**config.mk**
```make
export PLATFORM = sky130hd
export DESIGN_NAME = sugeno_fuzzy_region_cost_unit
export DESIGN_NICKNAME = d
export VERILOG_FILES = /design/src/rtl/sfrc_pkg.sv /design/src/rtl/sfrc_front.sv /design/src/rtl/sfrc_back.sv /design/src/rtl/sugeno_fuzzy_region_cost_unit.sv
export SDC_FILE = /design/constraint.sdc
export NUM_CORES = 2
export LEC_CHECK = 0
export ABC_CLOCK_PERIOD_IN_PS = 6100
export BUFFER_PORTS_ARGS = -buffer_cell sky130_fd_sc_hd__buf_2
export CORE_MARGIN = 3
export CORE_UTILIZATION = 43
export CTS_BUF_LIST = sky130_fd_sc_hd__clkbuf_2
export CTS_CLUSTER_SIZE = 30
export DETAILED_ROUTE_END_ITERATION = 6
export GPL_TIMING_DRIVEN = 0
export HOLD_SLACK_MARGIN = 0.08
export PLACE_DENSITY = 0.59
export REMOVE_ABC_BUFFERS = 1
export SLEW_MARGIN = 20
export SYNTH_ARGS = -nofsm -noshare
export SYNTH_HDL_FRONTEND = slang
export SYNTH_HIERARCHICAL = 1
export SYNTH_SLANG_ARGS = --single-unit
```
**constraint.sdc**
```tcl
create_clock -name clk -period 6.1 [get_ports clk]
set_clock_uncertainty 0.1 [all_clocks]
set_input_delay 1.22 -clock clk [delete_from_list [all_inputs] [get_ports clk]]
set_output_delay 1.22 -clock clk [all_outputs]
set_load 0.03 [all_outputs]
```
**src/rtl/sfrc_pkg.sv**
```systemverilog
`timescale 1ns / 1ps
`default_nettype none

package sfrc_pkg;

	localparam int COST_CEILING_DEF = 252;
	localparam int FRAC_BITS_DEF    = 16;

	// configuration register indexes
	localparam logic REG_URGENCY = 1'b0;
	localparam logic REG_AVOID   = 1'b1;

	typedef struct packed {
		logic [7:0] cval;
		logic       first;
		logic       last;
		logic       free;
	} item_t;

	typedef enum logic [2:0] {
		ST_IDLE,
		ST_WGT,
		ST_CHK,
		ST_DIV,
		ST_EMIT
	} state_t;

endpackage

`default_nettype wire

```
**src/rtl/sfrc_front.sv**
```systemverilog
`timescale 1ns / 1ps
`default_nettype none

module sfrc_front import sfrc_pkg::*; (
	input  wire logic       clk,
	input  wire logic       arst_n,
	input  wire logic       in_valid,
	output logic            in_ready,
	input  wire logic [7:0] cell_value,
	input  wire logic       first_cell,
	input  wire logic       last_cell,
	output logic            deq_valid,
	output item_t           deq_item,
	input  wire logic       deq_pop
);

	item_t       mem_q [2];
	logic        wr_q;
	logic        rd_q;
	logic [1:0]  cnt_q;
	logic        push;

	assign in_ready  = (cnt_q != 2'd2);
	assign push      = in_valid && in_ready;
	assign deq_valid = (cnt_q != 2'd0);
	assign deq_item  = mem_q[rd_q];

	always_ff @(posedge clk) begin
		if (push) begin
			mem_q[wr_q].cval  <= cell_value;
			mem_q[wr_q].first <= first_cell;
			mem_q[wr_q].last  <= last_cell;
			mem_q[wr_q].free  <= (cell_value == 8'd0);
		end
	end

	always_ff @(posedge clk or negedge arst_n) begin
		if (!arst_n) begin
			wr_q  <= 1'b0;
			rd_q  <= 1'b0;
			cnt_q <= 2'd0;
		end else begin
			if (push) wr_q <= ~wr_q;
			if (deq_pop) rd_q <= ~rd_q;
			case ({push, deq_pop})
				2'b10:   cnt_q <= cnt_q + 2'd1;
				2'b01:   cnt_q <= cnt_q - 2'd1;
				default: cnt_q <= cnt_q;
			endcase
		end
	end

	a_cnt_range: assert property (@(posedge clk) disable iff (!arst_n)
		cnt_q <= 2'd2) else $error("queue count out of range");
	a_ptr_match: assert property (@(posedge clk) disable iff (!arst_n)
		(cnt_q == 2'd0 || cnt_q == 2'd2) |-> (rd_q == wr_q))
		else $error("queue pointers disagree with count");
	a_pop_valid: assert property (@(posedge clk) disable iff (!arst_n)
		deq_pop |-> deq_valid) else $error("pop from empty queue");

endmodule

`default_nettype wire

```
**src/rtl/sfrc_back.sv**
```systemverilog
`timescale 1ns / 1ps
`default_nettype none

module sfrc_back import sfrc_pkg::*; #(
	parameter int COST_CEILING = COST_CEILING_DEF,
	parameter int FRAC_BITS    = FRAC_BITS_DEF
) (
	input  wire logic       clk,
	input  wire logic       arst_n,
	input  wire logic [3:0] urgency,
	input  wire logic [6:0] avoid,
	input  wire logic       deq_valid,
	input  wire item_t      deq_item,
	output logic            deq_pop,
	output logic            out_valid,
	input  wire logic       out_ready,
	output logic [7:0]      cell_out,
	output logic [7:0]      region_cost,
	output logic            region_done
);

	localparam int MW   = FRAC_BITS + 1;
	localparam int OW   = 12;
	localparam int PW   = OW + MW;
	localparam int SW   = FRAC_BITS + 16;
	localparam int WW   = FRAC_BITS + 3;
	localparam int DW   = FRAC_BITS + 6;
	localparam int WMIN = ((1 << FRAC_BITS) - 1) / 1000000;
	localparam logic [MW-1:0] ONE   = MW'(1) << FRAC_BITS;
	localparam logic [OW-1:0] CAP10 = OW'(10 * COST_CEILING);
	localparam logic [7:0]    CEIL  = 8'(COST_CEILING);

	function automatic logic [MW-1:0] qand(input logic [2:0] q, input logic [MW-1:0] m);
		logic [MW+2:0] p;
		p = (MW+3)'(q) * (MW+3)'(m) + (MW+3)'(2);
		return MW'(p >> 2);
	endfunction

	// avoidance membership ramps, n/50 and n/20 rounded half up
	logic [MW-1:0] t50 [51];
	logic [MW-1:0] t20 [21];
	for (genvar n = 0; n <= 50; n++) begin : g_t50
		localparam logic [MW-1:0] V = MW'(((n << FRAC_BITS) + 25) / 50);
		assign t50[n] = V;
	end
	for (genvar n = 0; n <= 20; n++) begin : g_t20
		localparam logic [MW-1:0] V = MW'(((n << FRAC_BITS) + 10) / 20);
		assign t20[n] = V;
	end

	// memberships; urgency ones are held as quarters
	logic [3:0]    u_cl;
	logic [6:0]    v_cl;
	logic [2:0]    ql, qm, qh;
	logic [MW-1:0] al, am, ah;
	logic [2:0]    ql_q, qm_q, qh_q;
	logic [MW-1:0] al_q, am_q, ah_q;

	always_comb begin
		u_cl = (urgency > 4'd10) ? 4'd10 : urgency;
		v_cl = (avoid > 7'd100) ? 7'd100 : avoid;
		ql = 3'd0;
		qm = 3'd0;
		qh = 3'd0;
		if (u_cl <= 4'd1) ql = 3'd4;
		else if (u_cl < 4'd5) ql = 3'(4'd5 - u_cl);
		if (u_cl > 4'd1 && u_cl < 4'd9)
			qm = (u_cl <= 4'd5) ? 3'(u_cl - 4'd1) : 3'(4'd9 - u_cl);
		if (u_cl >= 4'd9) qh = 3'd4;
		else if (u_cl > 4'd5) qh = 3'(u_cl - 4'd5);
		al = '0;
		am = '0;
		ah = '0;
		if (v_cl <= 7'd20) al = ONE;
		else if (v_cl < 7'd70) al = t50[6'(7'd70 - v_cl)];
		if (v_cl >= 7'd20 && v_cl <= 7'd90)
			am = (v_cl <= 7'd70) ? t50[6'(v_cl - 7'd20)] : t20[5'(7'd90 - v_cl)];
		if (v_cl >= 7'd90) ah = ONE;
		else if (v_cl >= 7'd70) ah = t20[5'(v_cl - 7'd70)];
	end

	always_ff @(posedge clk) begin
		ql_q <= ql;
		qm_q <= qm;
		qh_q <= qh;
		al_q <= al;
		am_q <= am;
		ah_q <= ah;
	end

	state_t        state_q, state_d;
	logic          found_q;
	logic [7:0]    held_q;
	logic [7:0]    c_q;
	logic          last_q;
	logic [2:0]    rule_q;
	logic [MW-1:0] w_s1;
	logic [OW-1:0] o_s1;
	logic [SW-1:0] s_q;
	logic [WW-1:0] wsum_q;
	logic [SW-1:0] rem_q;
	logic [2:0]    bit_q;
	logic [7:0]    quo_q;
	logic          out_vld_q;
	logic [7:0]    cell_out_q, region_q;
	logic          done_q;

	logic          slot_free;
	logic          eff_found;
	logic [7:0]    eff_held;
	logic          start, emit_direct, emit_rated;
	logic [MW-1:0] wt;
	logic [OW-1:0] ov;
	logic [12:0]   c18, c15;
	logic [DW-1:0] dval;
	logic [SW-1:0] dsh;
	logic [7:0]    capped;
	logic [PW-1:0] prod;

	assign slot_free = !out_vld_q || out_ready;
	assign eff_found = deq_item.first ? 1'b0 : found_q;
	assign eff_held  = deq_item.first ? 8'd0 : held_q;
	assign dval      = DW'(wsum_q) * DW'(10);
	assign dsh       = SW'(dval) << bit_q;
	assign capped    = (quo_q > CEIL) ? CEIL : quo_q;
	assign prod      = PW'(o_s1) * PW'(w_s1);

	always_comb begin
		c18 = 13'(c_q) * 13'd18;
		c15 = 13'(c_q) * 13'd15;
		case (rule_q)
			3'd0: begin wt = ah_q;                 ov = (c18 < 13'(CAP10)) ? OW'(c18) : CAP10; end
			3'd1: begin wt = qand(ql_q, am_q);      ov = (c15 < 13'(CAP10)) ? OW'(c15) : CAP10; end
			3'd2: begin wt = qand(qh_q, ONE - ah_q); ov = OW'(c_q) * OW'(2); end
			3'd3: begin wt = qand(qm_q, al_q);      ov = OW'(c_q) * OW'(5); end
			3'd4: begin wt = qand(qm_q, am_q);      ov = OW'(c_q) * OW'(10); end
			3'd5: begin wt = qand(ql_q, al_q);      ov = OW'(c_q) * OW'(10); end
			default: begin wt = '0; ov = '0; end
		endcase
	end

	always_comb begin
		state_d     = state_q;
		deq_pop     = 1'b0;
		start       = 1'b0;
		emit_direct = 1'b0;
		emit_rated  = 1'b0;
		case (state_q)
			ST_IDLE: begin
				if (deq_valid && slot_free) begin
					deq_pop = 1'b1;
					if (!deq_item.free && !eff_found) begin
						start   = 1'b1;
						state_d = ST_WGT;
					end else begin
						emit_direct = 1'b1;
					end
				end
			end
			ST_WGT:  if (rule_q == 3'd6) state_d = ST_CHK;
			ST_CHK: begin
				if (wsum_q <= WW'(WMIN) || s_q >= (SW'(dval) << 8)) state_d = ST_EMIT;
				else state_d = ST_DIV;
			end
			ST_DIV:  if (bit_q == 3'd0) state_d = ST_EMIT;
			ST_EMIT: begin
				if (slot_free) begin
					emit_rated = 1'b1;
					state_d    = ST_IDLE;
				end
			end
			default: state_d = ST_IDLE;
		endcase
	end

	always_ff @(posedge clk or negedge arst_n) begin
		if (!arst_n) begin
			state_q   <= ST_IDLE;
			found_q   <= 1'b0;
			held_q    <= 8'd0;
			out_vld_q <= 1'b0;
		end else begin
			state_q <= state_d;
			if (deq_pop) begin
				found_q <= eff_found;
				held_q  <= eff_held;
			end
			if (emit_rated) begin
				found_q <= 1'b1;
				held_q  <= capped;
			end
			if (emit_direct || emit_rated) out_vld_q <= 1'b1;
			else if (out_ready) out_vld_q <= 1'b0;
		end
	end

	always_ff @(posedge clk) begin
		if (start) begin
			c_q    <= deq_item.cval;
			last_q <= deq_item.last;
			rule_q <= 3'd0;
			s_q    <= '0;
			wsum_q <= '0;
		end
		if (state_q == ST_WGT) begin
			rule_q <= rule_q + 3'd1;
			w_s1   <= wt;
			o_s1   <= ov;
			// accumulate the rule taken on the previous step
			if (rule_q != 3'd0) begin
				s_q    <= s_q + SW'(prod);
				wsum_q <= wsum_q + WW'(w_s1);
			end
		end
		if (state_q == ST_CHK) begin
			rem_q <= s_q;
			bit_q <= 3'd7;
			if (wsum_q <= WW'(WMIN)) quo_q <= 8'd0;
			else if (s_q >= (SW'(dval) << 8)) quo_q <= CEIL;
			else quo_q <= 8'd0;
		end
		if (state_q == ST_DIV) begin
			bit_q <= bit_q - 3'd1;
			if (rem_q >= dsh) begin
				rem_q        <= rem_q - dsh;
				quo_q[bit_q] <= 1'b1;
			end
		end
		if (emit_direct) begin
			cell_out_q <= deq_item.free ? 8'd0 : eff_held;
			region_q   <= eff_held;
			done_q     <= deq_item.last;
		end
		if (emit_rated) begin
			cell_out_q <= capped;
			region_q   <= capped;
			done_q     <= last_q;
		end
	end

	assign out_valid   = out_vld_q;
	assign cell_out    = cell_out_q;
	assign region_cost = region_q;
	assign region_done = done_q;

	a_held_cap: assert property (@(posedge clk) disable iff (!arst_n)
		held_q <= CEIL) else $error("held cost above ceiling");
	a_unfound_zero: assert property (@(posedge clk) disable iff (!arst_n)
		!found_q |-> (held_q == 8'd0)) else $error("cost held without rating");
	a_div_bound: assert property (@(posedge clk) disable iff (!arst_n)
		(state_q == ST_DIV) |-> (rem_q < (SW'(dval) << ({1'b0, bit_q} + 4'd1))))
		else $error("remainder out of range");
	a_out_src: assert property (@(posedge clk) disable iff (!arst_n)
		$rose(out_vld_q) |-> ($past(state_q) == ST_IDLE || $past(state_q) == ST_EMIT))
		else $error("result raised outside issue or emit");

endmodule

`default_nettype wire

```
**src/rtl/sugeno_fuzzy_region_cost_unit.sv**
```systemverilog
// Fuzzy region cost unit. Cells of a costmap region stream in on the input
// channel, one result per cell leaves on the output channel in order. Free
// cells and cells of a region whose cost is already rated pass at one per
// cycle while the output is not stalled, through the input queue and the
// output register. The first non-free cell of a region is rated by the
// back-end sequencer: an issue step, seven weight and accumulate steps, one
// range check, eight restoring divide steps (skipped when the weight sum is
// zero or the quotient overflows eight bits) and one emit, while a two-entry
// queue keeps taking input until full. Configuration writes pass through
// registers before use and belong in idle periods.
`timescale 1ns / 1ps
`default_nettype none

module sugeno_fuzzy_region_cost_unit import sfrc_pkg::*; #(
	parameter int COST_CEILING = COST_CEILING_DEF,
	parameter int FRAC_BITS    = FRAC_BITS_DEF
) (
	input  wire logic       clk,
	input  wire logic       arst_n,
	input  wire logic       cfg_we,
	input  wire logic       cfg_addr,
	input  wire logic [6:0] cfg_wdata,
	input  wire logic       in_valid,
	output logic            in_ready,
	input  wire logic [7:0] cell_value,
	input  wire logic       first_cell,
	input  wire logic       last_cell,
	output logic            out_valid,
	input  wire logic       out_ready,
	output logic [7:0]      cell_out,
	output logic [7:0]      region_cost,
	output logic            region_done
);

	logic [3:0] urgency_q;
	logic [6:0] avoid_q;
	logic       deq_valid;
	logic       deq_pop;
	item_t      deq_item;

	always_ff @(posedge clk or negedge arst_n) begin
		if (!arst_n) begin
			urgency_q <= 4'd0;
			avoid_q   <= 7'd0;
		end else if (cfg_we) begin
			case (cfg_addr)
				REG_URGENCY: urgency_q <= cfg_wdata[3:0];
				REG_AVOID:   avoid_q   <= cfg_wdata;
				default:     urgency_q <= urgency_q;
			endcase
		end
	end

	sfrc_front u_front (
		.clk        (clk),
		.arst_n     (arst_n),
		.in_valid   (in_valid),
		.in_ready   (in_ready),
		.cell_value (cell_value),
		.first_cell (first_cell),
		.last_cell  (last_cell),
		.deq_valid  (deq_valid),
		.deq_item   (deq_item),
		.deq_pop    (deq_pop)
	);

	sfrc_back #(
		.COST_CEILING (COST_CEILING),
		.FRAC_BITS    (FRAC_BITS)
	) u_back (
		.clk         (clk),
		.arst_n      (arst_n),
		.urgency     (urgency_q),
		.avoid       (avoid_q),
		.deq_valid   (deq_valid),
		.deq_item    (deq_item),
		.deq_pop     (deq_pop),
		.out_valid   (out_valid),
		.out_ready   (out_ready),
		.cell_out    (cell_out),
		.region_cost (region_cost),
		.region_done (region_done)
	);

endmodule

`default_nettype wire

```
==> impl_metrics.json <==
{
  "clock-root-buffer": "clkbuf_2",
  "fillCellCount": 7701,
  "row_count": 102,
  "synth_edf_count": 84,
  "rr_worst_depth": 21,
  "synth-warning-count": 6,
  "dr.pass1.iters": 5,
  "cp-start-kind": "register",
  "hold_path_depth": 1,
  "timing.fmax_mhz": 168.2,
  "final_cells": 5245,
  "initial_utilization_pct": 43.57,
  "ys_seq_area_share_pct": 17.91,
  "finalHoldWorstSlack_ps": 262.8,
  "vias": 29700,
  "synth_top_family_by_area": "adder cells",
  "syn_avg_cell_area_um2": 8.215,
  "synthAdderAreaFrac_pct": 28.46,
  "wl_per_cell_um": 18.70,
  "ys_async_sr_fraction_pct": 11.02,
  "htree_levels": 3,
  "gr-total-overflow": 0,
  "grtUsageTotal_pct": 23.57,
  "synth_area_um2": 33860,
  "via_per_inst": 5.663,
  "clkLatencyLatePin_ps": 1050,
  "fin_crit_sh_pct": 97.49,
  "numPortBuffers": 41,
  "arrival_ps": 6770,
  "cts.clk_slew.worst_paths_ps": 110,
  "r2r_start": "u_back/w_s1[10]$_SDFFCE_PN0P_",
  "pin_count": 42,
  "synth_simple_gate_area_share_pct": 20.94,
  "fp.dieH_um": 286.6,
  "design.die.area_um2": 82160,
  "yosysUniqueCellTypes": 101,
  "worst_pin_slew_ps": 1096,
  "cp_max_fo": 6,
  "ys.flop_type": "dfxtp_1",
  "post-dp-hpwl_um": 73660,
  "core_um2": 77720,
  "multiInputGateArea_um2": 26120,
  "antenna_found_initial": 5,
  "cap_violations": 0,
  "crit_required_ps": 6920,
  "gp_congestion": 0.8870,
  "drive_above_1_share_pct": 10.64,
  "grt_max_degree": 77,
  "clockBufferDepth": 3,
  "period_needed_ps": 5947,
  "ff2ff_setup_slack_ps": 150,
  "cts_made_buffers": 70,
  "syn2layout_area_growth_pct": 9.422,
  "synthMuxAreaShare_pct": 2.398,
  "dp.cells": 5016,
  "whs_endpoint": "u_front/mem_q[0][5]$_DFFE_PP_",
  "drc_errors": 0,
  "finalMaxSlewViolations": 0,
  "synth_seq_cells": 254,
  "synth-xor-area-share_pct": 4.759,
  "initialDrtViolationCount": 1836,
  "fin_nets": 4784,
  "relSlewSlack_pct": 26.80,
  "min_from": "cell_value[2]",
  "synth_compound_area_share_pct": 18.87,
  "outcome": "finished, final reports clean",
  "area.sequential_um2": 6080,
  "critPathKind": "register to register",
  "setup_viol": 0,
  "rr_endpoint": "u_back/s_q[29]$_DFF_P_",
  "worstSetupEndpointType": "register",
  "grt_pass1_vias": 28740,
  "hold_viol": 0,
  "numClockSinks": 254,
  "cts_tree": "built",
  "syn_inst": 4122,
  "hold_class": "primary input to register",
  "drtAntennaViolNets": 0,
  "grt_pass1_wl_um": 155600,
  "totalWireLength_um": 98090,
  "die_w_um": 286.6
}
[cell families (layout without fill, tap and decap cells)]
kind of cell	Yosys count	count (layout)
other	0	4
multiplexers	69	69
adder cells (fa/ha/maj)	609	609
AO/OA/AOI/OAI	985	985
buffers and inverters	590	669
AND/OR/NAND/NOR	1431	1431
XOR/XNOR	184	184
flip-flops	254	254
[layer usage]
metal | vias up | global-route usage, % | wire length (µm) | part of all wire (%)
met5 | - | 0 | 13 | 0.013
met3 | 165 | 3.368 | 4803 | 4.9
li1 | 14340 | - | - | -
met4 | 2 | 7.945 | 3320 | 3.4
met1 | 14510 | 30.64 | 43040 | 44
met2 | 692 | 40.13 | 46920 | 48
[cell usage in the layout, fill, tap and decap left out, types with 21 or more instances in the layout]
cell / n
a211oi_1: 47
nand4_1: 25
o21bai_1: 21
a21o_1: 62
o21a_1: 32
o21ai_0: 218
and2_1: 321
inv_1: 382
nor2_1: 251
dfxtp_1: 133
o211ai_1: 36
a31oi_1: 58
xor2_1: 75
dfrtp_1: 28
nand3_1: 89
and3_1: 31
nor2b_1: 29
nand2b_1: 36
buf_4: 75
mux2i_1: 24
xnor2_1: 102
mux2_2: 36
nor3_1: 73
or3_1: 26
nand2_1: 442
fa_1: 267
buf_2: 41
edfxtp_1: 84
ha_1: 318
clkbuf_2: 100
o31ai_1: 24
a21oi_1: 256
[critical path, stage by stage (launching register included)]
cell      delay, ps
edfxtp_1        500
buf_12          190
and2_4          140
fa_1            520
inv_1            50
fa_1            490
inv_1            50
fa_1            450
fa_1            520
inv_1            50
fa_1            500
inv_2            50
ha_4            230
a21o_1          180
a221o_1         360
nand3_2         110
o311ai_4        150
a31oi_4         270
o21ai_4         110
a31o_2          250
a211o_1         290
a32o_1          230
[sequential cells by signal (all words and copies together), names as in the netlist, 9 cells and up]
signal	count
u_back/al_q	17
u_back/o_s1	12
u_back/w_s1	17
u_back/rem_q	32
u_back/s_q	32
u_front/mem_q	22
u_back/wsum_q	19
u_back/am_q	17
u_back/ah_q	9
[what timing repair did]
action | 4_1_cts | 5_1_grt
buffers inserted | 68 | 32
hold endpoints to repair | 27 | 0
pin swaps | 8 | 47
hold buffers | 1 | 0
setup endpoints to repair | 61 | 58
gates cloned | 1 | 2
gates resized for setup | 24 | 74
[Yosys cell counts (all sizes together), types with 13 or more instances]
| library cell | number | share of area [%] |
|---|---|---|
| or2 | 18 | 0.33 |
| o21a | 32 | 0.71 |
| dfxtp | 142 | 8.4 |
| a21oi | 265 | 3.9 |
| xor2 | 78 | 2.0 |
| a22oi | 16 | 0.35 |
| and3 | 32 | 0.59 |
| nor2 | 258 | 2.9 |
| a221oi | 17 | 0.44 |
| a211oi | 49 | 1.1 |
| fa | 269 | 16 |
| mux2 | 37 | 1.2 |
| o21bai | 22 | 0.49 |
| inv | 389 | 4.3 |
| o211ai | 37 | 0.84 |
| a21boi | 13 | 0.29 |
| nand3 | 93 | 1.4 |
| clkbuf | 171 | 1.9 |
| edfxtp | 84 | 7.4 |
| nor3 | 76 | 1.2 |
| nor4 | 15 | 0.28 |
| a211o | 15 | 0.39 |
| nand2 | 450 | 5.0 |
| a21o | 62 | 1.4 |
| mux2i | 26 | 0.77 |
| xnor2 | 106 | 2.7 |
| dfrtp | 28 | 2.1 |
| and2 | 324 | 6.0 |
| a221o | 19 | 0.56 |
| o21ai | 235 | 3.5 |
| nand4 | 25 | 0.46 |
| nand2b | 38 | 0.72 |
| or3 | 27 | 0.50 |
| nor2b | 31 | 0.57 |
| a2111oi | 13 | 0.47 |
| ha | 340 | 13 |
| o31ai | 25 | 0.57 |
| buf | 27 | 0.41 |
| a31oi | 60 | 1.1 |
[stage by stage]
stage / instance area (µm²) / setup TNS [ps] / worst slack [ps] / utilization, %
3_3_place_gp: 34590 / -48190 / -1079 / 44.50
4_1_cts: 36360 / 0 / 2.103 / 46.78
6_report: 37050 / 0 / 153.1 / 47.68
2_1_floorplan: 33080 / 0 / 231.6 / -
5_1_grt: 37050 / -120.3 / -61.96 / 47.68
3_5_place_dp: 34850 / -35890 / -1082 / 44.84
[how the worst max path moves through the flow]
| stage | start | depth (start not counted) | end |
|---|---|---|---|
| after CTS | u_back/o_s1[11]$_SDFFCE_PN0P_ | 19 | u_back/s_q[29]$_DFF_P_ |
| after floorplan | u_back/wsum_q[1]$_DFF_P_ | 23 | u_back/quo_q[2]$_DFF_P_ |
| after global routing | u_back/w_s1[12]$_SDFFCE_PN0P_ | 21 | u_back/s_q[28]$_DFF_P_ |
| final | u_back/w_s1[10]$_SDFFCE_PN0P_ | 21 | u_back/s_q[29]$_DFF_P_ |
| after global placement | u_back/wsum_q[1]$_DFF_P_ | 23 | u_back/quo_q[2]$_DFF_P_ |
| after detailed placement | u_back/wsum_q[1]$_DFF_P_ | 23 | u_back/quo_q[6]$_DFF_P_ |
[cell type report]
type | instances | share of cell area [%]
antenna | 4 | 0.02701
clock buffer | 99 | 1.337
clock inverter | 22 | 0.3984
inverter | 392 | 4.025
multi-input combinational | 3278 | 70.49
sequential | 254 | 16.41
tap | 1040 | 3.512
timing repair buffer | 154 | 3.748
timing repair inverter | 2 | 0.05403
Power is not shown: default switching activity piles up to over one toggle a cycle in this logic, so the estimate is an artifact.
